## src/rtl/core/assert_macros.svh

```systemverilog
// assertion macros shared by the direction angle core
`ifndef ASSERT_MACROS_SVH
`define ASSERT_MACROS_SVH
`ifndef SYNTHESIS
`define PDAD_ASSERT(lbl, clk, rst_n, prop) \
	lbl: assert property (@(posedge clk) disable iff (!rst_n) prop) \
		else $error("pdad assertion failed");
`define PDAD_IMPLY(lbl, clk, rst_n, ante, cons) \
	lbl: assert property (@(posedge clk) disable iff (!rst_n) (ante) |-> (cons)) \
		else $error("pdad implication failed");
`else
`define PDAD_ASSERT(lbl, clk, rst_n, prop)
`define PDAD_IMPLY(lbl, clk, rst_n, ante, cons)
`endif
`endif

```

## src/rtl/core/pdad_pkg.sv

```systemverilog
// types, constants and the arctangent table of the direction angle core
package pdad_pkg;

	localparam int COORD_BITS   = 24;
	localparam int CORDIC_STEPS = 24;
	localparam int GUARD        = 8;
	localparam int TABLE_LEN    = 32;
	localparam int STEP_W       = $clog2(TABLE_LEN);
	localparam int DW           = COORD_BITS + 1;
	localparam int XW           = DW + GUARD + 3;
	localparam int ZW           = 33;
	localparam int ROUND_BITS   = 8;
	localparam int RW           = ZW - ROUND_BITS;
	localparam int ANGLE_W      = 25;
	localparam int DEG          = 65536;

	localparam logic [ANGLE_W-1:0] ANG_0   = ANGLE_W'(0);
	localparam logic [ANGLE_W-1:0] ANG_90  = ANGLE_W'(90 * DEG);
	localparam logic [ANGLE_W-1:0] ANG_180 = ANGLE_W'(180 * DEG);
	localparam logic [ANGLE_W-1:0] ANG_270 = ANGLE_W'(270 * DEG);
	localparam logic [ANGLE_W-1:0] ANG_360 = ANGLE_W'(360 * DEG);

	typedef enum logic [1:0] {
		QUAD_I,
		QUAD_II,
		QUAD_III,
		QUAD_IV
	} quad_t;

	typedef struct packed {
		logic signed [XW-1:0] x;
		logic signed [XW-1:0] y;
		logic signed [ZW-1:0] z;
	} cordic_t;

	typedef struct packed {
		logic                special;
		logic [ANGLE_W-1:0]  fixed_angle;
		quad_t               quad;
	} tag_t;

	// atan(2^-i) in 1/2^24 degree, rounded to nearest
	function automatic logic [ZW-1:0] atan_entry(logic [STEP_W-1:0] i);
		case (i)
			5'd0:    atan_entry = ZW'(754974720);
			5'd1:    atan_entry = ZW'(445687602);
			5'd2:    atan_entry = ZW'(235489088);
			5'd3:    atan_entry = ZW'(119537938);
			5'd4:    atan_entry = ZW'(60000934);
			5'd5:    atan_entry = ZW'(30029717);
			5'd6:    atan_entry = ZW'(15018523);
			5'd7:    atan_entry = ZW'(7509720);
			5'd8:    atan_entry = ZW'(3754917);
			5'd9:    atan_entry = ZW'(1877466);
			5'd10:   atan_entry = ZW'(938734);
			5'd11:   atan_entry = ZW'(469367);
			5'd12:   atan_entry = ZW'(234684);
			5'd13:   atan_entry = ZW'(117342);
			5'd14:   atan_entry = ZW'(58671);
			5'd15:   atan_entry = ZW'(29335);
			5'd16:   atan_entry = ZW'(14668);
			5'd17:   atan_entry = ZW'(7334);
			5'd18:   atan_entry = ZW'(3667);
			5'd19:   atan_entry = ZW'(1833);
			5'd20:   atan_entry = ZW'(917);
			5'd21:   atan_entry = ZW'(458);
			5'd22:   atan_entry = ZW'(229);
			5'd23:   atan_entry = ZW'(115);
			5'd24:   atan_entry = ZW'(57);
			5'd25:   atan_entry = ZW'(29);
			5'd26:   atan_entry = ZW'(14);
			5'd27:   atan_entry = ZW'(7);
			5'd28:   atan_entry = ZW'(4);
			5'd29:   atan_entry = ZW'(2);
			5'd30:   atan_entry = ZW'(1);
			default: atan_entry = ZW'(0);
		endcase
	endfunction

endpackage

```

## src/rtl/core/pdad_post.sv

```systemverilog
// output stage: rounding, clamp, quadrant mapping, special-case angles, full-turn wrap and the output register
module pdad_post (
	input  logic                              clk,
	input  logic                              arst_n,
	input  logic                              in_valid,
	output logic                              in_ready,
	input  pdad_pkg::cordic_t                 in_data,
	input  pdad_pkg::tag_t                    in_tag,
	output logic                              out_valid,
	input  logic                              out_ready,
	output logic [pdad_pkg::ANGLE_W-1:0]      angle
);

	logic [pdad_pkg::ZW-1:0]      z_pos;
	logic [pdad_pkg::ZW-1:0]      z_rnd;
	logic [pdad_pkg::RW-1:0]      a_full;
	logic [pdad_pkg::ANGLE_W-1:0] a;
	logic [pdad_pkg::ANGLE_W-1:0] r;
	logic [pdad_pkg::ANGLE_W-1:0] angle_d;
	logic                         valid_q;
	logic                         accept;

	assign z_pos  = in_data.z[pdad_pkg::ZW-1] ? '0 : in_data.z;
	assign z_rnd  = z_pos + pdad_pkg::ZW'(1 << (pdad_pkg::ROUND_BITS - 1));
	assign a_full = z_rnd[pdad_pkg::ZW-1:pdad_pkg::ROUND_BITS];
	assign a      = (a_full > pdad_pkg::RW'(pdad_pkg::ANG_90)) ? pdad_pkg::ANG_90
		: pdad_pkg::ANGLE_W'(a_full);

	always_comb begin
		unique case (in_tag.quad)
			pdad_pkg::QUAD_I:   r = a;
			pdad_pkg::QUAD_II:  r = pdad_pkg::ANG_180 - a;
			pdad_pkg::QUAD_III: r = pdad_pkg::ANG_180 + a;
			pdad_pkg::QUAD_IV:  r = pdad_pkg::ANG_360 - a;
			default:            r = a;
		endcase
		if (in_tag.special) begin
			angle_d = in_tag.fixed_angle;
		end else if (r >= pdad_pkg::ANG_360) begin
			// a full turn wraps to zero
			angle_d = pdad_pkg::ANG_0;
		end else begin
			angle_d = r;
		end
	end

	assign in_ready  = !valid_q || out_ready;
	assign accept    = in_valid && in_ready;
	assign out_valid = valid_q;

	always_ff @(posedge clk or negedge arst_n) begin
		if (!arst_n) begin
			valid_q <= 1'b0;
		end else if (in_ready) begin
			valid_q <= in_valid;
		end
	end

	always_ff @(posedge clk) begin
		if (accept) begin
			angle <= angle_d;
		end
	end

endmodule

```

## config.mk

```make
export PLATFORM = sky130hd
export DESIGN_NAME = pdad_post
export DESIGN_NICKNAME = d
export VERILOG_FILES = /design/src/rtl/core/assert_macros.svh /design/src/rtl/core/pdad_pkg.sv /design/src/rtl/core/pdad_post.sv
export SDC_FILE = /design/constraint.sdc
export NUM_CORES = 1
export LEC_CHECK = 0
export BUFFER_PORTS_ARGS = -buffer_cell sky130_fd_sc_hd__buf_2
export CELL_PAD_IN_SITES_DETAIL_PLACEMENT = 0
export CELL_PAD_IN_SITES_GLOBAL_PLACEMENT = 1
export CORE_MARGIN = 1
export CORE_UTILIZATION = 30
export CTS_BUF_LIST = sky130_fd_sc_hd__clkbuf_4
export CTS_CLUSTER_SIZE = 40
export DETAILED_ROUTE_END_ITERATION = 10
export HOLD_SLACK_MARGIN = 0.05
export PLACE_DENSITY = 0.79
export SYNTH_ARGS = -nofsm -noshare
export SYNTH_HDL_FRONTEND = slang
export SYNTH_SLANG_ARGS = --single-unit
```

## constraint.sdc

```tcl
create_clock -name clk -period 1.3 [get_ports clk]
set_input_delay 0.195 -clock clk [delete_from_list [all_inputs] [get_ports clk]]
set_output_delay 0.195 -clock clk [all_outputs]
set_load 0.02 [all_outputs]
```

==> flow_summary.toml <==
[sta]
holdWs_ns = 0.0680
grt_setup_unrepaired = "true"
skew_ns = 0.0120
worst_slew_pin_slew_ns = 0.675
setup_violations = 25
finalCriticalPeriod_ns = 4.83
fin_crit_sh = 3.72
fmax_ghz = 0.207
setup_slack_ns = -3.53
slew_headroom = 0.544
finalHoldViolations = 0
drv_slew = 0

[layout]
postLayoutCellArea_um2 = 5820
final_nets = 836
final_cells = 830
n_antenna_cell = 0
fillers = 1006
drive_gt1_frac = 0.490
area.growth.synth_to_final_pct = 70.1

[synth]
synth_cells = 450
synth_ff_type = "edfxtp_1"
synth_seq_cells = 26
ys_async_sr_fraction = 0.0385
synth_top_cell_area_share = 0.220
yosys.area.top_type = "edfxtp_1"
synth.distinct_cells = 71
synth_edf_count = 25
synth.area.top_cells = "edfxtp_1 (22%), nand2_1 (5.7%), xnor2_1 (5.4%), nor2_1 (4.4%), a21oi_1 (4.0%)"
syn_nets = 595
yosys_warnings = 0
syn_area_um2 = 3420
synth.avg_cell_area_um2 = 7.60
ys_seq_area_frac = 0.227

[outcome]
status = "finished with violations"
violations = "negative setup slack"

[setup_path]
path_depth = 22
path_buf_inv = 5
cp_slowest_cell = "or4b_4"
worstPathCellList = "buf_6 -> buf_4 -> and4_2 -> nand4_1 -> or3_1 -> and3_4 -> o22a_4 -> o21ba_4 -> or2_4 -> nand2_4 -> inv_4 -> ha_4 -> nand3_2 -> or4_4 -> or4b_4 -> a31oi_4 -> o211ai_1 -> and3_4 -> a2111oi_4 -> buf_6 -> clkbuf_16 -> a21oi_1"
worstPathRequired_ns = 1.39
crit_family = "simple AND/OR/NAND/NOR gates"
cp_max_fo = 5
setup.worst_path.class = "in -> reg"
crit_arrival_ns = 4.92
cp_slowest_stage_delay_ns = 0.58
regToRegSetupSlack_ns = 0.13
r2r_cells = 2
end_kind = "flop"
crit_path_start_kind = "input port"

[power]
p_seq_frac = 0.281
p_per_area_nw_per_um2 = 630
power_uw = 3660
comb_power_share = 0.574
vdd_drop_max_mv = 0.866
switching_power_uw = 1250
leakage_uw = 0.00258
clkPwrFrac = 0.145
switching_share = 0.341
power.internal_uw = 2420

[drt]
finalWirelength_um = 11400
drt_iter0_drc = 156
drc = 0
wl_per_cell_um = 13.8
antenna_left = 0
via_per_inst = 5.09
num_vias = 4222
drtPass1Iterations = 4

[global_routing]
grt_pass1_vias = 4028
globalRouteOverflowTotal = 0
grt_max_degree = 43
grt_usage = 0.191
antenna_found_initial = 0
grt_first_pass_wirelength_um = 18300

[floorplanning]
die_area_um2 = 11800
initial_core_util = 0.311
die_w_um = 109
dieHeight_um = 109
rows = 38
io_pins = 164
coreArea_um2 = 11000

[job]
drv_cap = 0

[clocking]
clock_path_buffers = 2
cts_tree = "built"
h-tree-depth = 1
root_buffer = "clkbuf_4"
clkSlewWorstSetupHoldPaths_ns = 0.13
clkLatencyLatePin_ns = 0.32
numCtsBuffers = 3
clock-sinks = 26

[min_path]
whs_path_depth = 2
hold_class = "in -> reg"

[place]
placed_cell_area_um2 = 5170
hpwlAfterDp_um = 9070
routabilityCongestion = 0.888
dp.cells = 800
io_buffers = 84
==> placed cells by master, fill, tap and decap left out, types with 8 or more instances in the layout <==
cell,netlist,routed
o21ai_2,1,9
nor2_1,40,39
buf_6,0,14
nand2_1,52,50
inv_1,14,13
nand4_1,9,9
a21oi_1,27,21
nor2b_1,19,15
o21ai_0,22,19
and3_1,11,8
nor3_1,11,9
nand3_1,17,16
edfxtp_1,25,25
xor2_1,8,8
buf_2,6,74
o31ai_1,12,12
buf_4,2,164
xnor2_1,21,21
==> what timing repair did <==
| item | CTS | global route |
|---|---|---|
| pin swaps | 14 | 30 |
| resized for setup | 46 | 32 |
| gates cloned | 2 | 1 |
| hold endpoints to repair | 1 | 0 |
| endpoints found under the setup margin | 25 | 25 |
| hold buffers | 1 | 0 |
| setup buffers | 11 | 13 |
==> final timing paths <==
path / end / from
max reg2reg: angle[19]$_DFFE_PP_ / out_valid$_DFFE_PN0N_
min in group asynchronous: out_valid$_DFFE_PN0N_ / arst_n
min: out_valid$_DFFE_PN0N_ / in_valid
max in group asynchronous: out_valid$_DFFE_PN0N_ / arst_n
min reg2reg: out_valid$_DFFE_PN0N_ / out_valid$_DFFE_PN0N_
max: angle[14]$_DFFE_PP_ / in_data[9]
==> registers in the layout (all words and copies together), names as in the netlist <==
name / count
out_valid: 1
angle: 25
==> cell type report <==
type,instances,area (µm²),area share
clock buffers,3,22.5,0.00387
flip-flops and latches,26,776,0.133
multi-input cells,383,2800,0.482
inverters,15,58.8,0.0101
repair buffers,262,1950,0.335
clock inverters,1,30.0,0.00516
well taps,140,175,0.0301
==> stage by stage <==
stage / setup WS [ns] / util / TNS, ns
after floorplan: -4.41 / - / -108.68
after global placement: -3.84 / 0.471 / -95.10
after detailed placement: -3.98 / 0.471 / -98.51
after CTS: -3.50 / 0.510 / -85.48
after global routing: -3.69 / 0.530 / -91.59
final: -3.53 / 0.530 / -87.73
==> synthesized netlist by cell type (6+ instances only) <==
cell type,n
edfxtp_1,25
nand2_1,52
mux2_2,7
and3_1,11
ha_1,8
nand2b_1,7
nand3b_1,6
nor3_1,11
nor2b_1,19
xor2_1,8
nand4_1,9
buf_2,6
a21oi_1,27
xnor2_1,21
o21ai_1,9
nand3_1,17
inv_1,14
o211ai_1,6
o31ai_1,12
clkbuf_1,16
o21ai_0,22
nor2_1,40
==> per-layer routing <==
| layer | vias to the layer above | share of wire | GRT usage |
|---|---|---|---|
| met5 | - | 0 | 0 |
| met4 | 0 | 0.020 | 0.0608 |
| met3 | 21 | 0.047 | 0.00837 |
| met2 | 132 | 0.47 | 0.330 |
| met1 | 1920 | 0.46 | 0.256 |
| li1 | 2149 | - | - |
==> power by group through the flow <==
stage                     registers (µW)  clock network (µW)  logic (µW)
after CTS                           1030                 538        1950
after detailed placement            1050                   0        1730
after floorplan                     1140                   0         880
after global placement              1050                   0        1690
after global routing                1040                 573        2280
final                               1030                 531        2100
==> cell families (layout without fill, tap and decap cells) <==
| kind of cell | count (synthesis) | after routing | synth area share |
|---|---|---|---|
| fa+ha+maj | 8 | 8 | 0.0293 |
| flops | 26 | 26 | 0.227 |
| simple gates | 211 | 211 | 0.338 |
| xor+xnor | 29 | 29 | 0.0743 |
| mux | 10 | 10 | 0.0318 |
| buf+inv | 41 | 281 | 0.0494 |
| other cells | 1 | 1 | 0.00110 |
| compound gates | 124 | 124 | 0.249 |
==> worst reg2reg max path: cells and delay by family (launching register included) <==
kind          cells  cell delay (ns)
flops             1             0.43
simple gates      2             0.41
Power figures use the tool's default switching activity.
