## config.mk

```make
export PLATFORM = sky130hd
export DESIGN_NAME = pdad_prep
export DESIGN_NICKNAME = d
export VERILOG_FILES = /design/src/rtl/core/assert_macros.svh /design/src/rtl/core/pdad_pkg.sv /design/src/rtl/core/pdad_prep.sv
export SDC_FILE = /design/constraint.sdc
export NUM_CORES = 1
export LEC_CHECK = 0
export BUFFER_PORTS_ARGS = -buffer_cell sky130_fd_sc_hd__buf_2
export CORE_ASPECT_RATIO = 0.8
export CORE_UTILIZATION = 45
export CTS_BUF_LIST = sky130_fd_sc_hd__clkbuf_16
export DETAILED_ROUTE_END_ITERATION = 16
export PLACE_DENSITY = 0.74
export SYNTH_ARGS = -nofsm -noshare
export SYNTH_HDL_FRONTEND = slang
export SYNTH_SLANG_ARGS = --single-unit
```

## constraint.sdc

```tcl
create_clock -name clk -period 4.8 [get_ports clk]
set_input_delay 0.24 -clock clk [delete_from_list [all_inputs] [get_ports clk]]
set_output_delay 0.24 -clock clk [all_outputs]
set_load 0.05 [all_outputs]
```

## src/rtl/core/assert_macros.svh

```systemverilog
// assertion macros shared by the direction angle core
`ifndef ASSERT_MACROS_SVH
`define ASSERT_MACROS_SVH
`ifndef SYNTHESIS
`define PDAD_ASSERT(lbl, clk, rst_n, prop) \
	lbl: assert property (@(posedge clk) disable iff (!rst_n) prop) \
		else $error("pdad assertion failed");
`define PDAD_IMPLY(lbl, clk, rst_n, ante, cons) \
	lbl: assert property (@(posedge clk) disable iff (!rst_n) (ante) |-> (cons)) \
		else $error("pdad implication failed");
`else
`define PDAD_ASSERT(lbl, clk, rst_n, prop)
`define PDAD_IMPLY(lbl, clk, rst_n, ante, cons)
`endif
`endif

```

## src/rtl/core/pdad_pkg.sv

```systemverilog
// types, constants and the arctangent table of the direction angle core
package pdad_pkg;

	localparam int COORD_BITS   = 24;
	localparam int CORDIC_STEPS = 24;
	localparam int GUARD        = 8;
	localparam int TABLE_LEN    = 32;
	localparam int STEP_W       = $clog2(TABLE_LEN);
	localparam int DW           = COORD_BITS + 1;
	localparam int XW           = DW + GUARD + 3;
	localparam int ZW           = 33;
	localparam int ROUND_BITS   = 8;
	localparam int RW           = ZW - ROUND_BITS;
	localparam int ANGLE_W      = 25;
	localparam int DEG          = 65536;

	localparam logic [ANGLE_W-1:0] ANG_0   = ANGLE_W'(0);
	localparam logic [ANGLE_W-1:0] ANG_90  = ANGLE_W'(90 * DEG);
	localparam logic [ANGLE_W-1:0] ANG_180 = ANGLE_W'(180 * DEG);
	localparam logic [ANGLE_W-1:0] ANG_270 = ANGLE_W'(270 * DEG);
	localparam logic [ANGLE_W-1:0] ANG_360 = ANGLE_W'(360 * DEG);

	typedef enum logic [1:0] {
		QUAD_I,
		QUAD_II,
		QUAD_III,
		QUAD_IV
	} quad_t;

	typedef struct packed {
		logic signed [XW-1:0] x;
		logic signed [XW-1:0] y;
		logic signed [ZW-1:0] z;
	} cordic_t;

	typedef struct packed {
		logic                special;
		logic [ANGLE_W-1:0]  fixed_angle;
		quad_t               quad;
	} tag_t;

	// atan(2^-i) in 1/2^24 degree, rounded to nearest
	function automatic logic [ZW-1:0] atan_entry(logic [STEP_W-1:0] i);
		case (i)
			5'd0:    atan_entry = ZW'(754974720);
			5'd1:    atan_entry = ZW'(445687602);
			5'd2:    atan_entry = ZW'(235489088);
			5'd3:    atan_entry = ZW'(119537938);
			5'd4:    atan_entry = ZW'(60000934);
			5'd5:    atan_entry = ZW'(30029717);
			5'd6:    atan_entry = ZW'(15018523);
			5'd7:    atan_entry = ZW'(7509720);
			5'd8:    atan_entry = ZW'(3754917);
			5'd9:    atan_entry = ZW'(1877466);
			5'd10:   atan_entry = ZW'(938734);
			5'd11:   atan_entry = ZW'(469367);
			5'd12:   atan_entry = ZW'(234684);
			5'd13:   atan_entry = ZW'(117342);
			5'd14:   atan_entry = ZW'(58671);
			5'd15:   atan_entry = ZW'(29335);
			5'd16:   atan_entry = ZW'(14668);
			5'd17:   atan_entry = ZW'(7334);
			5'd18:   atan_entry = ZW'(3667);
			5'd19:   atan_entry = ZW'(1833);
			5'd20:   atan_entry = ZW'(917);
			5'd21:   atan_entry = ZW'(458);
			5'd22:   atan_entry = ZW'(229);
			5'd23:   atan_entry = ZW'(115);
			5'd24:   atan_entry = ZW'(57);
			5'd25:   atan_entry = ZW'(29);
			5'd26:   atan_entry = ZW'(14);
			5'd27:   atan_entry = ZW'(7);
			5'd28:   atan_entry = ZW'(4);
			5'd29:   atan_entry = ZW'(2);
			5'd30:   atan_entry = ZW'(1);
			default: atan_entry = ZW'(0);
		endcase
	endfunction

endpackage

```

## src/rtl/core/pdad_prep.sv

```systemverilog
// input stage: coordinate differences, magnitudes, quadrant and special cases
module pdad_prep (
	input  logic                                  clk,
	input  logic                                  arst_n,
	input  logic                                  in_valid,
	output logic                                  in_ready,
	input  logic [pdad_pkg::COORD_BITS-1:0]       from_x,
	input  logic [pdad_pkg::COORD_BITS-1:0]       from_y,
	input  logic [pdad_pkg::COORD_BITS-1:0]       to_x,
	input  logic [pdad_pkg::COORD_BITS-1:0]       to_y,
	output logic                                  out_valid,
	input  logic                                  out_ready,
	output pdad_pkg::cordic_t                     out_data,
	output pdad_pkg::tag_t                        out_tag
);

	logic [pdad_pkg::DW-1:0] dx;
	logic [pdad_pkg::DW-1:0] dy;
	logic [pdad_pkg::DW-1:0] ax;
	logic [pdad_pkg::DW-1:0] ay;
	logic                    dx_zero;
	logic                    dy_zero;
	logic                    dx_neg;
	logic                    dy_neg;
	pdad_pkg::cordic_t       data_d;
	pdad_pkg::tag_t          tag_d;
	logic                    valid_q;
	logic                    accept;

	assign dx = {to_x[pdad_pkg::COORD_BITS-1], to_x} - {from_x[pdad_pkg::COORD_BITS-1], from_x};
	assign dy = {to_y[pdad_pkg::COORD_BITS-1], to_y} - {from_y[pdad_pkg::COORD_BITS-1], from_y};
	assign dx_neg  = dx[pdad_pkg::DW-1];
	assign dy_neg  = dy[pdad_pkg::DW-1];
	assign dx_zero = (dx == '0);
	assign dy_zero = (dy == '0);
	assign ax = dx_neg ? (~dx + pdad_pkg::DW'(1)) : dx;
	assign ay = dy_neg ? (~dy + pdad_pkg::DW'(1)) : dy;

	always_comb begin
		data_d.x = {{(pdad_pkg::XW - pdad_pkg::DW - pdad_pkg::GUARD){1'b0}}, ax,
			{pdad_pkg::GUARD{1'b0}}};
		data_d.y = {{(pdad_pkg::XW - pdad_pkg::DW - pdad_pkg::GUARD){1'b0}}, ay,
			{pdad_pkg::GUARD{1'b0}}};
		data_d.z = '0;

		tag_d.special     = dx_zero || dy_zero;
		tag_d.fixed_angle = pdad_pkg::ANG_0;
		// vertical wins over horizontal, coincident points land on 270
		if (dx_zero) begin
			tag_d.fixed_angle = (!dy_neg && !dy_zero) ? pdad_pkg::ANG_90 : pdad_pkg::ANG_270;
		end else if (dy_zero) begin
			tag_d.fixed_angle = dx_neg ? pdad_pkg::ANG_180 : pdad_pkg::ANG_0;
		end
		case ({dx_neg, dy_neg})
			2'b00:   tag_d.quad = pdad_pkg::QUAD_I;
			2'b10:   tag_d.quad = pdad_pkg::QUAD_II;
			2'b11:   tag_d.quad = pdad_pkg::QUAD_III;
			default: tag_d.quad = pdad_pkg::QUAD_IV;
		endcase
	end

	assign in_ready  = !valid_q || out_ready;
	assign accept    = in_valid && in_ready;
	assign out_valid = valid_q;

	always_ff @(posedge clk or negedge arst_n) begin
		if (!arst_n) begin
			valid_q <= 1'b0;
		end else if (in_ready) begin
			valid_q <= in_valid;
		end
	end

	always_ff @(posedge clk) begin
		if (accept) begin
			out_data <= data_d;
			out_tag  <= tag_d;
		end
	end

endmodule

```

==> metrics.md, run 1 <==
| Metric | Value |
|---|---|
| Critical Path Start | from_y[0] |
| Sw Ratio | 0.426 |
| Die Area | 14800 µm² |
| First-pass iteration count of the detailed router | 5 |
| Final Hold Slack | 0.112 ns |
| Setup_tns | 0 ns |
| First-pass GRT wire length | about 24000 µm |
| Critical Path Sink | out_data[52]$_DFFE_PP_ |
| Psw | between 0.001 and 0.0015 W |
| FMAX | about 0.26 GHz |
| Area contributors post-synth | edfxtp_1, ha_1, buf_4 |
| Wirelength per Cell | 14.2 µm |
| Die Width | roughly 140 µm |
| Worst Skew | around 0.0037 ns |
| GRT overflow | 0 |
| Slew Viols, Final | 0 |
| Netlist cell types | 67 |
| Logic pwr share | 0.463 |
| Mapped Cells | ~770 |
| CTS buffer count | 9 |
| WHS Path Cells | 2 |
| Post-synth EDFFs | 59 |
| Power Density | 348 nW/µm² |
| Placed inst area | just over 7000 µm² |
| Initial antenna violation count | 0 |
| Detailed-route via count | roughly 5900 |
| Commonest cells in the synthesized netlist | buf_4, inv_1, a21oi_1, nand2_1, edfxtp_1 |
| Largest net degree at the start of global routing | 51 |
| RSZ-0062 raised after global routing | no |
| Fin. Hold Viols | 0 |
| Crit path kind | in -> reg |
| Critical path endpoint category | flip-flop |
| Top FF cell, synth | edfxtp_1 |
| Reg-to-Reg End | out_data[51]$_DFFE_PP_ |
| Worst-Margin Slew | approximately 0.97 ns |
| Peak VDD IR | 231 µV |
| Status | complete, no violations |
| Clk sinks | 60 |
| #FFs+latches synth | 60 |
| Ant diodes | 0 |
| Max-slew headroom | 0.348 |
| Synth warn | 0 |
| DIE HEIGHT | between 100 and 150 µm |
| Leak | 3.48 nW |
| Max cap viols | 0 |
| HPWL after detailed placement | roughly 13000 µm |
| Drt drc | 0 |
| Reg clk slew, reported paths | ~0.06 ns |
| Area leader, netlist | edfxtp_1 |
| Global Route Usage Sum | 0.210 |
| Reg power frac | 0.275 |
| FF-to-FF Start | out_valid$_DFFE_PN0N_ |
| IO Port Bufs | roughly 160 |
| Post-CTS sizing | 0 |
| Core Box Area | 13800 µm² |
| Register area share after synthesis | 0.278 |
| # placed instances | approximately 1100 |
| Final WS setup | between 0.9 and 1 ns |
| Post-Syn Area | between 6000 and 7000 µm² |
| Worst skew pair latency | 0.33 ns |
| Async SR Flop Fraction | 0.0167 |
| Non-Filler Instances | 1109 |
| Crit-path max FO | 23 |
| Worst hold path class | in -> reg |
| Post-Syn Area per Cell | between 8 and 9 µm² |
| Fin crit share | 0.811 |
| Share of cells above drive strength 1 | 0.206 |
| Cell-internal power | ~0.0015 W |
| CTS tree | yes |
| Routed Antenna Nets | 0 |
| Final Wtd Congestion | between 0.9 and 1 |
| Top-count cell post-synth | buf_4 |
| Synth top area share | 0.275 |
| R2R Setup Slk | a little over 3 ns |
| Vias in the first global route | roughly 4800 |
| DR vias/cell | around 5.3 |
| # IOs | 235 |
| Setup crit start kind | primary input |
| Design area | 7460 µm² |
| Clock power share | 0.262 |
| Starting density of the core | 0.468 |
| Row count | 38 |
| CTS max path bufs | 2 |
| Setup Viol. Count Final | 0 |
| CTS Root Cell | clkbuf_16 |
| Tmin final | roughly 3.9 ns |
| Initial DRC Count | 507 |
| Worst slack, placed | slightly above 0.6 ns |
| H-tree levels | 3 |
| Routed wire length | ~16000 µm |
| CP Data Required Time | 4.87 ns |
| Net count reported at finish | around 1100 |
| Critical Path AT | between 3 and 4 ns |
| Reg2reg path depth | 3 |
| Synthesis-to-layout area growth | 15.6% |
-- power by group through the flow --
stage | clock network (W) | registers, W | logic (W)
2_1_floorplan | 0 | 0.000962 | 0.000737
3_3_place_gp | 0 | 0.000722 | 0.00117
3_5_place_dp | 0 | 0.000724 | 0.00118
4_1_cts | 0.000687 | 0.000714 | 0.00119
5_1_grt | 0.000712 | 0.000719 | 0.00129
6_report | 0.000680 | 0.000712 | 0.00120
-- area by class of cell --
cell class,instances,area (µm²)
sequential,60,1800
timing repair buffer,165,836
clock buffer,9,225
fill,1301,6330
inverter,65,244
multi-input combinational,623,4040
tap,180,225
clock inverter,7,92.6
-- sequential cells by signal, indices dropped and copies added (netlist names) --
| signal | cells |
|---|---|
| out_data | 50 |
| out_tag | 9 |
| out_valid | 1 |
-- timing repair --
action                    in CTS  in global routing
hold endpoints to repair       1                  0
hold buffers                   1                  0
setup buffers                  0                  0
-- per-layer routing --
| layer | global-route usage | vias up | part of all wire |
|---|---|---|---|
| met5 | 0 | - | 0 |
| met4 | 0.0468 | 0 | 0.011 |
| met3 | 0.0353 | 16 | 0.080 |
| met2 | 0.286 | 268 | 0.40 |
| met1 | 0.334 | 2663 | 0.51 |
| li1 | - | 2905 | - |
-- how the worst min path moves through the flow --
| stage | startpoint | to | slack [ns] |
|---|---|---|---|
| 2_1_floorplan | arst_n | out_valid$_DFFE_PN0N_ | -0.06 |
| 4_1_cts | in_valid | out_valid$_DFFE_PN0N_ | 0.10 |
| 3_5_place_dp | arst_n | out_valid$_DFFE_PN0N_ | 0.02 |
| 5_1_grt | in_valid | out_valid$_DFFE_PN0N_ | 0.13 |
| 6_report | in_valid | out_valid$_DFFE_PN0N_ | 0.11 |
| 3_3_place_gp | arst_n | out_valid$_DFFE_PN0N_ | 0.02 |
-- worst max-delay path, cell delays in order --
cell and delay, ns:
buf_2 0.10, ha_1 0.20, fa_1 0.39, nand2b_1 0.19, a211oi_2 0.39, o21ai_0 0.21
nand2_1 0.18, a221o_1 0.17, a21o_1 0.15, a2111o_1 0.13, a21boi_2 0.75, inv_1 0.47
o41a_1 0.24, xor2_1 0.14
-- stage by stage --
| step | util | power [W] |
|---|---|---|
| final | 0.541 | 0.00259 |
| after global routing | 0.541 | 0.00273 |
| after CTS | 0.541 | 0.00259 |
| after detailed placement | 0.517 | 0.00191 |
| after global placement | 0.517 | 0.00190 |
| after floorplan | - | 0.00170 |
-- cells in the final DEF, fill, tap and decap left out, drive strengths merged, types with 7 or more instances in the layout --
master    n
a211oi    7
a21o      8
a21oi    64
a31oi    11
and2     12
buf     164
clkbuf    9
conb     72
edfxtp   59
ha       50
inv      66
nand2    60
nand2b   13
nand3    10
nand4     9
nor2     56
nor2b     7
nor3     15
o211ai   13
o21ai    49
or3       8
xnor2    52
xor2     30
-- logic make-up (layout without fill, tap and decap cells) --
| kind of cell | count (synthesis) | after routing | share of synthesized area |
|---|---|---|---|
| flops | 60 | 60 | 0.278 |
| buf+inv | 159 | 246 | 0.137 |
| simple gates | 221 | 221 | 0.177 |
| xor+xnor | 82 | 82 | 0.111 |
| fa+ha+maj | 52 | 52 | 0.103 |
| other cells | 1 | 72 | 0.000581 |
| compound gates | 194 | 194 | 0.188 |
| mux | 2 | 2 | 0.00388 |
(Power assumes the default switching activity.)
==> inputs of run 2 (changes only) <==
Clock period 4.8 ns to 3.6 ns, I/O delays scaled along.
==> run 2 against run 1 <==
Compared with the run above: cell area up 3.7%; worst hold slack got worse by 0.060 ns; clock-buffer cell count unchanged; combinational power up 38%; sequential power increased by 33%; utilization is 2.0 points higher; sequential share of layout area is 0.85 points lower; clock skew rose by 0.0030 ns; largest cell class unchanged; highest routed layer unchanged.
==> metrics.md, run 2 (same netlist as run 1, synthesis figures left out) <==
| Metric | Value |
|---|---|
| Worst hold path class | in -> reg (unchanged) |
| Final Hold Slack | 0.0517 ns (was 0.112 ns) |
| Setup_tns | 0 ns (unchanged) |
| Max-slew headroom | 0.437 (was 0.348) |
| Synthesis-to-layout area growth | 19.8% (was 15.6%) |
| Most frequent cells in the layout | buf_2, conb_1, inv_1 (unchanged) |
| HPWL after detailed placement | 13100 µm (was 12800 µm) |
| Met2 wire len | 6360 µm (was 6230 µm) |
| CP Data Required Time | 3.67 ns (was 4.87 ns) |
| Critical Path Start | from_y[3] (was from_y[0]) |
| Share of cells above drive strength 1 | 0.241 (was 0.206) |
| Core Box Area | 13800 µm² (unchanged) |
| FMAX | between 0.3 and 0.4 GHz |
| DIE HEIGHT | 109 µm (unchanged) |
| Wirelength per Cell | 13.8 µm (was 14.2 µm) |
| Global Route Usage Sum | 0.216 (was 0.210) |
| IO Port Bufs | 162 (unchanged) |
| Psw | 0.00151 W (was 0.00110 W) |
| Clk sinks | 60 (unchanged) |
| Initial DRC Count | 394 (was 507) |
| Drt drc | 0 (unchanged) |
| Post-CTS Setup Bufs | 0 (unchanged) |
| Most common cell after layout, fill and taps aside | buf_2 (unchanged) |
| CTS buffer count | 9 (unchanged) |
| Setup crit start kind | primary input (unchanged) |
| Fin crit share | 0.923 |
| CTS tree | yes (unchanged) |
| Fin. Hold Viols | 0 (unchanged) |
| Placed inst area | 7440 µm² (was 7130 µm²) |
| Reg clk slew, reported paths | 0.06 ns (about the same) |
| Ant diodes | 0 (unchanged) |
| Starting density of the core | 0.468 (unchanged) |
| Routed wire length | 15900 µm (was 15700 µm) |
| Power Density | 441 nW/µm² (was 348 nW/µm²) |
| Max FFs per register | 50 (unchanged) |
| Critical Path AT | 3.39 ns (was 3.97 ns) |
| CTS Root Cell | clkbuf_16 (unchanged) |
| Fillers | 1298 (was 1301) |
| Reg2reg path depth | 3 (unchanged) |
| Peak VDD IR | 293 µV (was 231 µV) |
| Top sig layer | met4 (unchanged) |
| Largest net degree at the start of global routing | 34 (was 51) |
| Routed Antenna Nets | 0 (unchanged) |
| Slew Viols, Final | 0 (unchanged) |
| HP Start | in_valid (unchanged) |
| GRT overflow | 0 (unchanged) |
| Met1 WL | 8290 µm (was 8050 µm) |
| Max cap viols | 0 (unchanged) |
| CTS max path bufs | 2 (unchanged) |
| Net count reported at finish | 1117 (was 1076) |
| Met3 WL | 1090 µm (was 1250 µm) |
| First-pass iteration count of the detailed router | 5 (unchanged) |
| Die Width | 136 µm (unchanged) |
| Detailed-route via count | 5891 (was 5852) |
| First-pass GRT wire length | 24900 µm (was 24300 µm) |
| Initial antenna violation count | 0 (unchanged) |
| WHS Path Cells | 2 (unchanged) |
| H-tree levels | 3 (unchanged) |
| Top register by number of flip-flops | out_data (unchanged) |
| RSZ-0062 raised after global routing | no (unchanged) |
| Final WS setup | 0.278 ns (was 0.907 ns) |
| FF-to-FF Start | out_valid$_DFFE_PN0N_ (unchanged) |
| Worst-Margin Slew | 0.839 ns (was 0.972 ns) |
| Status | complete, no violations (unchanged) |
| Worst Skew | 0.00674 ns (was 0.00373 ns) |
| Sw Ratio | 0.442 (was 0.426) |
| Vias in the first global route | 4941 (was 4787) |
| Design area | 7730 µm² (was 7460 µm²) |
| Critical path endpoint category | flip-flop (unchanged) |
| Die Area | 14800 µm² (unchanged) |
| Setup Viol. Count Final | 0 (unchanged) |
| Leak | 3.66 nW (was 3.48 nW) |
| Cell-internal power | 0.00190 W (was 0.00149 W) |
| Reg power frac | 0.278 (was 0.275) |
| Worst skew pair latency | 0.33 ns (about the same) |
| Final Wtd Congestion | 0.921 (about the same) |
| Tmin final | between 3 and 4 ns |
| Logic pwr share | 0.487 (was 0.463) |
| Crit-path max FO | 9 (was 23) |
| Worst slack, placed | -0.0680 ns (was 0.618 ns) |
| Tot Pwr | 0.00341 W (was 0.00259 W) |
| Row count | 38 (unchanged) |
| Clock power share | 0.235 (was 0.262) |
| Crit path kind | in -> reg (unchanged) |
| DR vias/cell | 5.12 (was 5.28) |
| # IOs | 235 (unchanged) |
==> run 2: cell count changes in the layout (fill, tap and decap cells not counted), sizes merged <==
cell / previous run / this run
buf: 164 / 205
clkinv: 2 / 3
inv: 66 / 67
bufinv: 2 / 0
==> run 2: worst paths after layout <==
kind	to	slack, ns
worst max-delay path	out_data[45]$_DFFE_PP_	0.28
worst max register to register	out_data[45]$_DFFE_PP_	1.60
min in group asynchronous	out_valid$_DFFE_PN0N_	0.15
worst min register to register	out_valid$_DFFE_PN0N_	0.52
worst min-delay path	out_valid$_DFFE_PN0N_	0.05
max in group asynchronous	out_valid$_DFFE_PN0N_	3.37
==> run 2: area by class of cell <==
class                   instances  area [µm²]  share of cell area
well taps                     180         225              0.0291
clock inverters                 7        51.3             0.00663
inverters                      65         244              0.0316
repair buffers                206        1140               0.148
clock buffers                   9         225              0.0291
multi-input cells             623        4050               0.523
flip-flops and latches         60        1800               0.232
==> run 2: per-stage QoR <==
step / instances / util
3_5_place_dp: 1133 / 0.540
6_report: 1150 / 0.561
5_1_grt: 1150 / 0.561
4_1_cts: 1150 / 0.560
2_1_floorplan: 842 / -
3_3_place_gp: 1133 / 0.540
==> run 2: per-layer routing <==
| metal | vias up | track usage |
|---|---|---|
| met3 | 10 | 0.0316 |
| met5 | - | 0 |
| met1 | 2667 | 0.339 |
| met2 | 229 | 0.302 |
| li1 | 2985 | - |
| met4 | 0 | 0.0556 |
==> run 2: power by group through the flow <==
stage	clock (W)	combinational, W	sequential (W)
2_1_floorplan	0	0.000983	0.00128
3_3_place_gp	0	0.00163	0.000962
3_5_place_dp	0	0.00164	0.000962
4_1_cts	0.000814	0.00165	0.000948
5_1_grt	0.000840	0.00180	0.000957
6_report	0.000800	0.00166	0.000948
==> run 2: repair_timing <==
action | in CTS | in global routing
hold buffers | 1 | 0
hold endpoints to repair | 1 | 0
setup endpoints to repair | 0 | 1
gates resized for setup | 0 | 1
==> run 2: critical path, stage by stage <==
cell	delay (ns)
buf_2	0.08
inv_1	0.03
ha_1	0.33
nor2_1	0.19
a211oi_2	0.08
buf_4	0.15
o21ai_0	0.41
nand2_1	0.16
a221o_1	0.33
a21o_1	0.20
a2111o_1	0.41
a21boi_2	0.17
inv_1	0.28
o21ai_0	0.20
xnor2_1	0.17
==> inputs of run 3 (changes only) <==
Settings changed: PLACE_DENSITY 0.74 to not set, PLACE_DENSITY_LB_ADDON set to 0.12.
Clock period 3.6 ns to 3.05 ns, I/O delays scaled along.
==> run 3 against run 2 <==
Compared with the run above: clock-buffer cell count did not move; critical path depth unchanged; global-route usage increased by 0.83 points; combinational power rose by 35%; critical path type unchanged; total power increased by 28%; cell area rose by 14%; highest routed layer unchanged; flip-flop and latch count stayed put; cell count grew 10%.
==> metrics.md, run 3 (same netlist as run 1, synthesis figures left out) <==
| Metric | Value |
|---|---|
| Worst skew pair latency | 0.32 ns (was 0.33 ns) |
| Die Area | 14800 µm² (unchanged) |
| Setup crit start kind | primary input (unchanged) |
| HPWL after detailed placement | 13600 µm (was 13100 µm) |
| Max-slew headroom | 0.503 (was 0.437) |
| Wirelength per Cell | 13.1 µm (was 13.8 µm) |
| Clk sinks | 60 (unchanged) |
| Peak VDD IR | 354 µV (was 293 µV) |
| Critical Path Start | from_y[1] (was from_y[3]) |
| Fillers | 1239 (was 1298) |
| Global Route Usage Sum | 0.224 (was 0.216) |
| Placed inst area | 8290 µm² (was 7440 µm²) |
| Final Wtd Congestion | 0.906 (was 0.921) |
| Setup Viol. Count Final | 0 (unchanged) |
| CTS Root Cell | clkbuf_16 (unchanged) |
| FMAX | between 0.3 and 0.4 GHz |
| Largest net degree at the start of global routing | 60 (was 34) |
| Tmin final | roughly 3 ns |
| # placed instances | 1240 (was 1133) |
| Most frequent cells in the layout | buf_2, buf_4, conb_1 (was buf_2, conb_1, inv_1) |
| Tot Pwr | 0.00435 W (was 0.00341 W) |
| CTS tree | yes (unchanged) |
| Slowest-stage cell, CP | nor4_4 (was o21ai_0) |
| H-tree levels | 3 (unchanged) |
| CP Data Required Time | 3.24 ns (was 3.67 ns) |
| Max FFs per register | 50 (unchanged) |
| Reg clk slew, reported paths | 0.05 ns (was 0.06 ns) |
| Initial DRC Count | 369 (was 394) |
| # IOs | 235 (unchanged) |
| First-pass iteration count of the detailed router | 6 (was 5) |
| Reg2reg path depth | 3 (unchanged) |
| Routed Antenna Nets | 0 (unchanged) |
| Top register by number of flip-flops | out_data (unchanged) |
| First-pass GRT wire length | 25900 µm (was 24900 µm) |
| Crit-path cells | buf_4, inv_1, ha_1, nand2b_1, buf_4, a21oi_2, buf_4, o211ai_1, a31oi_2, o211ai_1, nand4_1, nor4_4, nand4_4, mux2_4, nor2_2 (was buf_2, inv_1, ha_1, nor2_1, a211oi_2, buf_4, o21ai_0, nand2_1, a221o_1, a21o_1, a2111o_1, a21boi_2, inv_1, o21ai_0, xnor2_1) |
| Sequential cell area | 1800 µm² (unchanged) |
| Crit-path max FO | 4 (was 9) |
| FF-to-FF Start | out_valid$_DFFE_PN0N_ (unchanged) |
| DIE HEIGHT | 109 µm (unchanged) |
| Detailed-route via count | 6301 (was 5891) |
| Core Box Area | 13800 µm² (unchanged) |
| Synthesis-to-layout area growth | 37.0% (was 19.8%) |
| Fin crit share | 0.969 |
| Slew Viols, Final | 0 (unchanged) |
| Worst hold path class | in -> reg (unchanged) |
| Die Width | 136 µm (unchanged) |
| Share of cells above drive strength 1 | 0.350 (was 0.241) |
| Routed wire length | 16600 µm (was 15900 µm) |
| Critical path endpoint category | flip-flop (unchanged) |
| RSZ-0062 raised after global routing | yes (was no) |
| R2R Setup Slk | 1.44 ns (was 1.60 ns) |
| GRT overflow | 0 (unchanged) |
| Ant diodes | 0 (unchanged) |
| HP Start | in_valid (unchanged) |
| Crit path kind | in -> reg (unchanged) |
| Crit-path max cell delay | 0.43 ns (was 0.41 ns) |
| Max cap viols | 0 (unchanged) |
| Final Hold Slack | 0.0365 ns (was 0.0517 ns) |
| Multi-input combinational cell area | 4240 µm² (was 4050 µm²) |
| CTS buffer count | 9 (unchanged) |
| DR vias/cell | 4.97 (was 5.12) |
| Non-Filler Instances | 1267 (was 1150) |
| Most common cell after layout, fill and taps aside | buf_2 (unchanged) |
| Worst-Margin Slew | 0.746 ns (was 0.839 ns) |
| Starting density of the core | 0.468 (unchanged) |
| Design area | 8840 µm² (was 7730 µm²) |
| Worst Skew | 0.00382 ns (was 0.00674 ns) |
| Critical Path AT | 3.14 ns (was 3.39 ns) |
| IO Port Bufs | 162 (unchanged) |
| WHS Path Cells | 2 (unchanged) |
| CTS max path bufs | 2 (unchanged) |
| Fin. Hold Viols | 0 (unchanged) |
| Vias in the first global route | 5496 (was 4941) |
| Net count reported at finish | 1234 (was 1117) |
| Drt drc | 0 (unchanged) |
| Status | complete, no violations (unchanged) |
| Row count | 38 (unchanged) |
| Power Density | 492 nW/µm² (was 441 nW/µm²) |
| Leak | 4.25 nW (was 3.66 nW) |
| Initial antenna violation count | 0 (unchanged) |
| Most frequent cell on the critical path | buf_4 |
-- run 3: path summary, 6_finish.rpt --
path | to
setup reg to reg | out_data[45]$_DFFE_PP_
hold / removal | out_valid$_DFFE_PN0N_
min in group asynchronous | out_valid$_DFFE_PN0N_
hold reg to reg | out_valid$_DFFE_PN0N_
setup / recovery | out_tag[22]$_DFFE_PP_
max in group asynchronous | out_valid$_DFFE_PN0N_
-- run 3: timing repair --
item                                    CTS  global route
endpoints found under the setup margin    3            32
gates cloned                              0             0
endpoints found under the hold margin     1             0
resized for setup                         1            32
pin swaps                                 1            17
hold buffers                              1             0
setup buffers                             2             8
-- run 3: where the power goes --
group | internal (W) | switching, W | total [W]
Sequential | 0.00109 | 0.0000441 | 0.00113
Combinational | 0.000846 | 0.00140 | 0.00224
Clock | 0.000625 | 0.000347 | 0.000972
-- run 3: per-layer routing --
metal | vias up | global-route usage | part of all wire
li1 | 3212 | - | -
met5 | - | 0 | 0
met1 | 2828 | 0.335 | 0.50
met2 | 249 | 0.333 | 0.42
met4 | 0 | 0.0603 | 0.010
met3 | 12 | 0.0339 | 0.070
-- run 3: critical path, delay by kind of cell --
family	cells	cell delay [ns]
buf+inv	4	0.39
simple gates	5	1.03
fa+ha+maj	1	0.29
compound gates	4	0.94
mux	1	0.33
-- run 3: cell type report --
| type | instances | share of cell area |
|---|---|---|
| multi-input cells | 623 | 0.480 |
| repair buffers | 323 | 0.231 |
| flip-flops and latches | 60 | 0.203 |
| inverters | 65 | 0.0276 |
| clock buffers | 9 | 0.0255 |
| well taps | 180 | 0.0255 |
| clock inverters | 7 | 0.00765 |
-- run 3: metrics by stage --
| stage | utilization | setup TNS [ns] | worst slack (ns) |
|---|---|---|---|
| CTS | 0.624 | 0 | 0.0292 |
| floorplan | - | -0.150 | -0.0936 |
| global route | 0.641 | -0.0575 | -0.0400 |
| global placement | 0.601 | -6.16 | -0.437 |
| finish | 0.641 | 0 | 0.0949 |
| detailed placement | 0.601 | -7.68 | -0.462 |
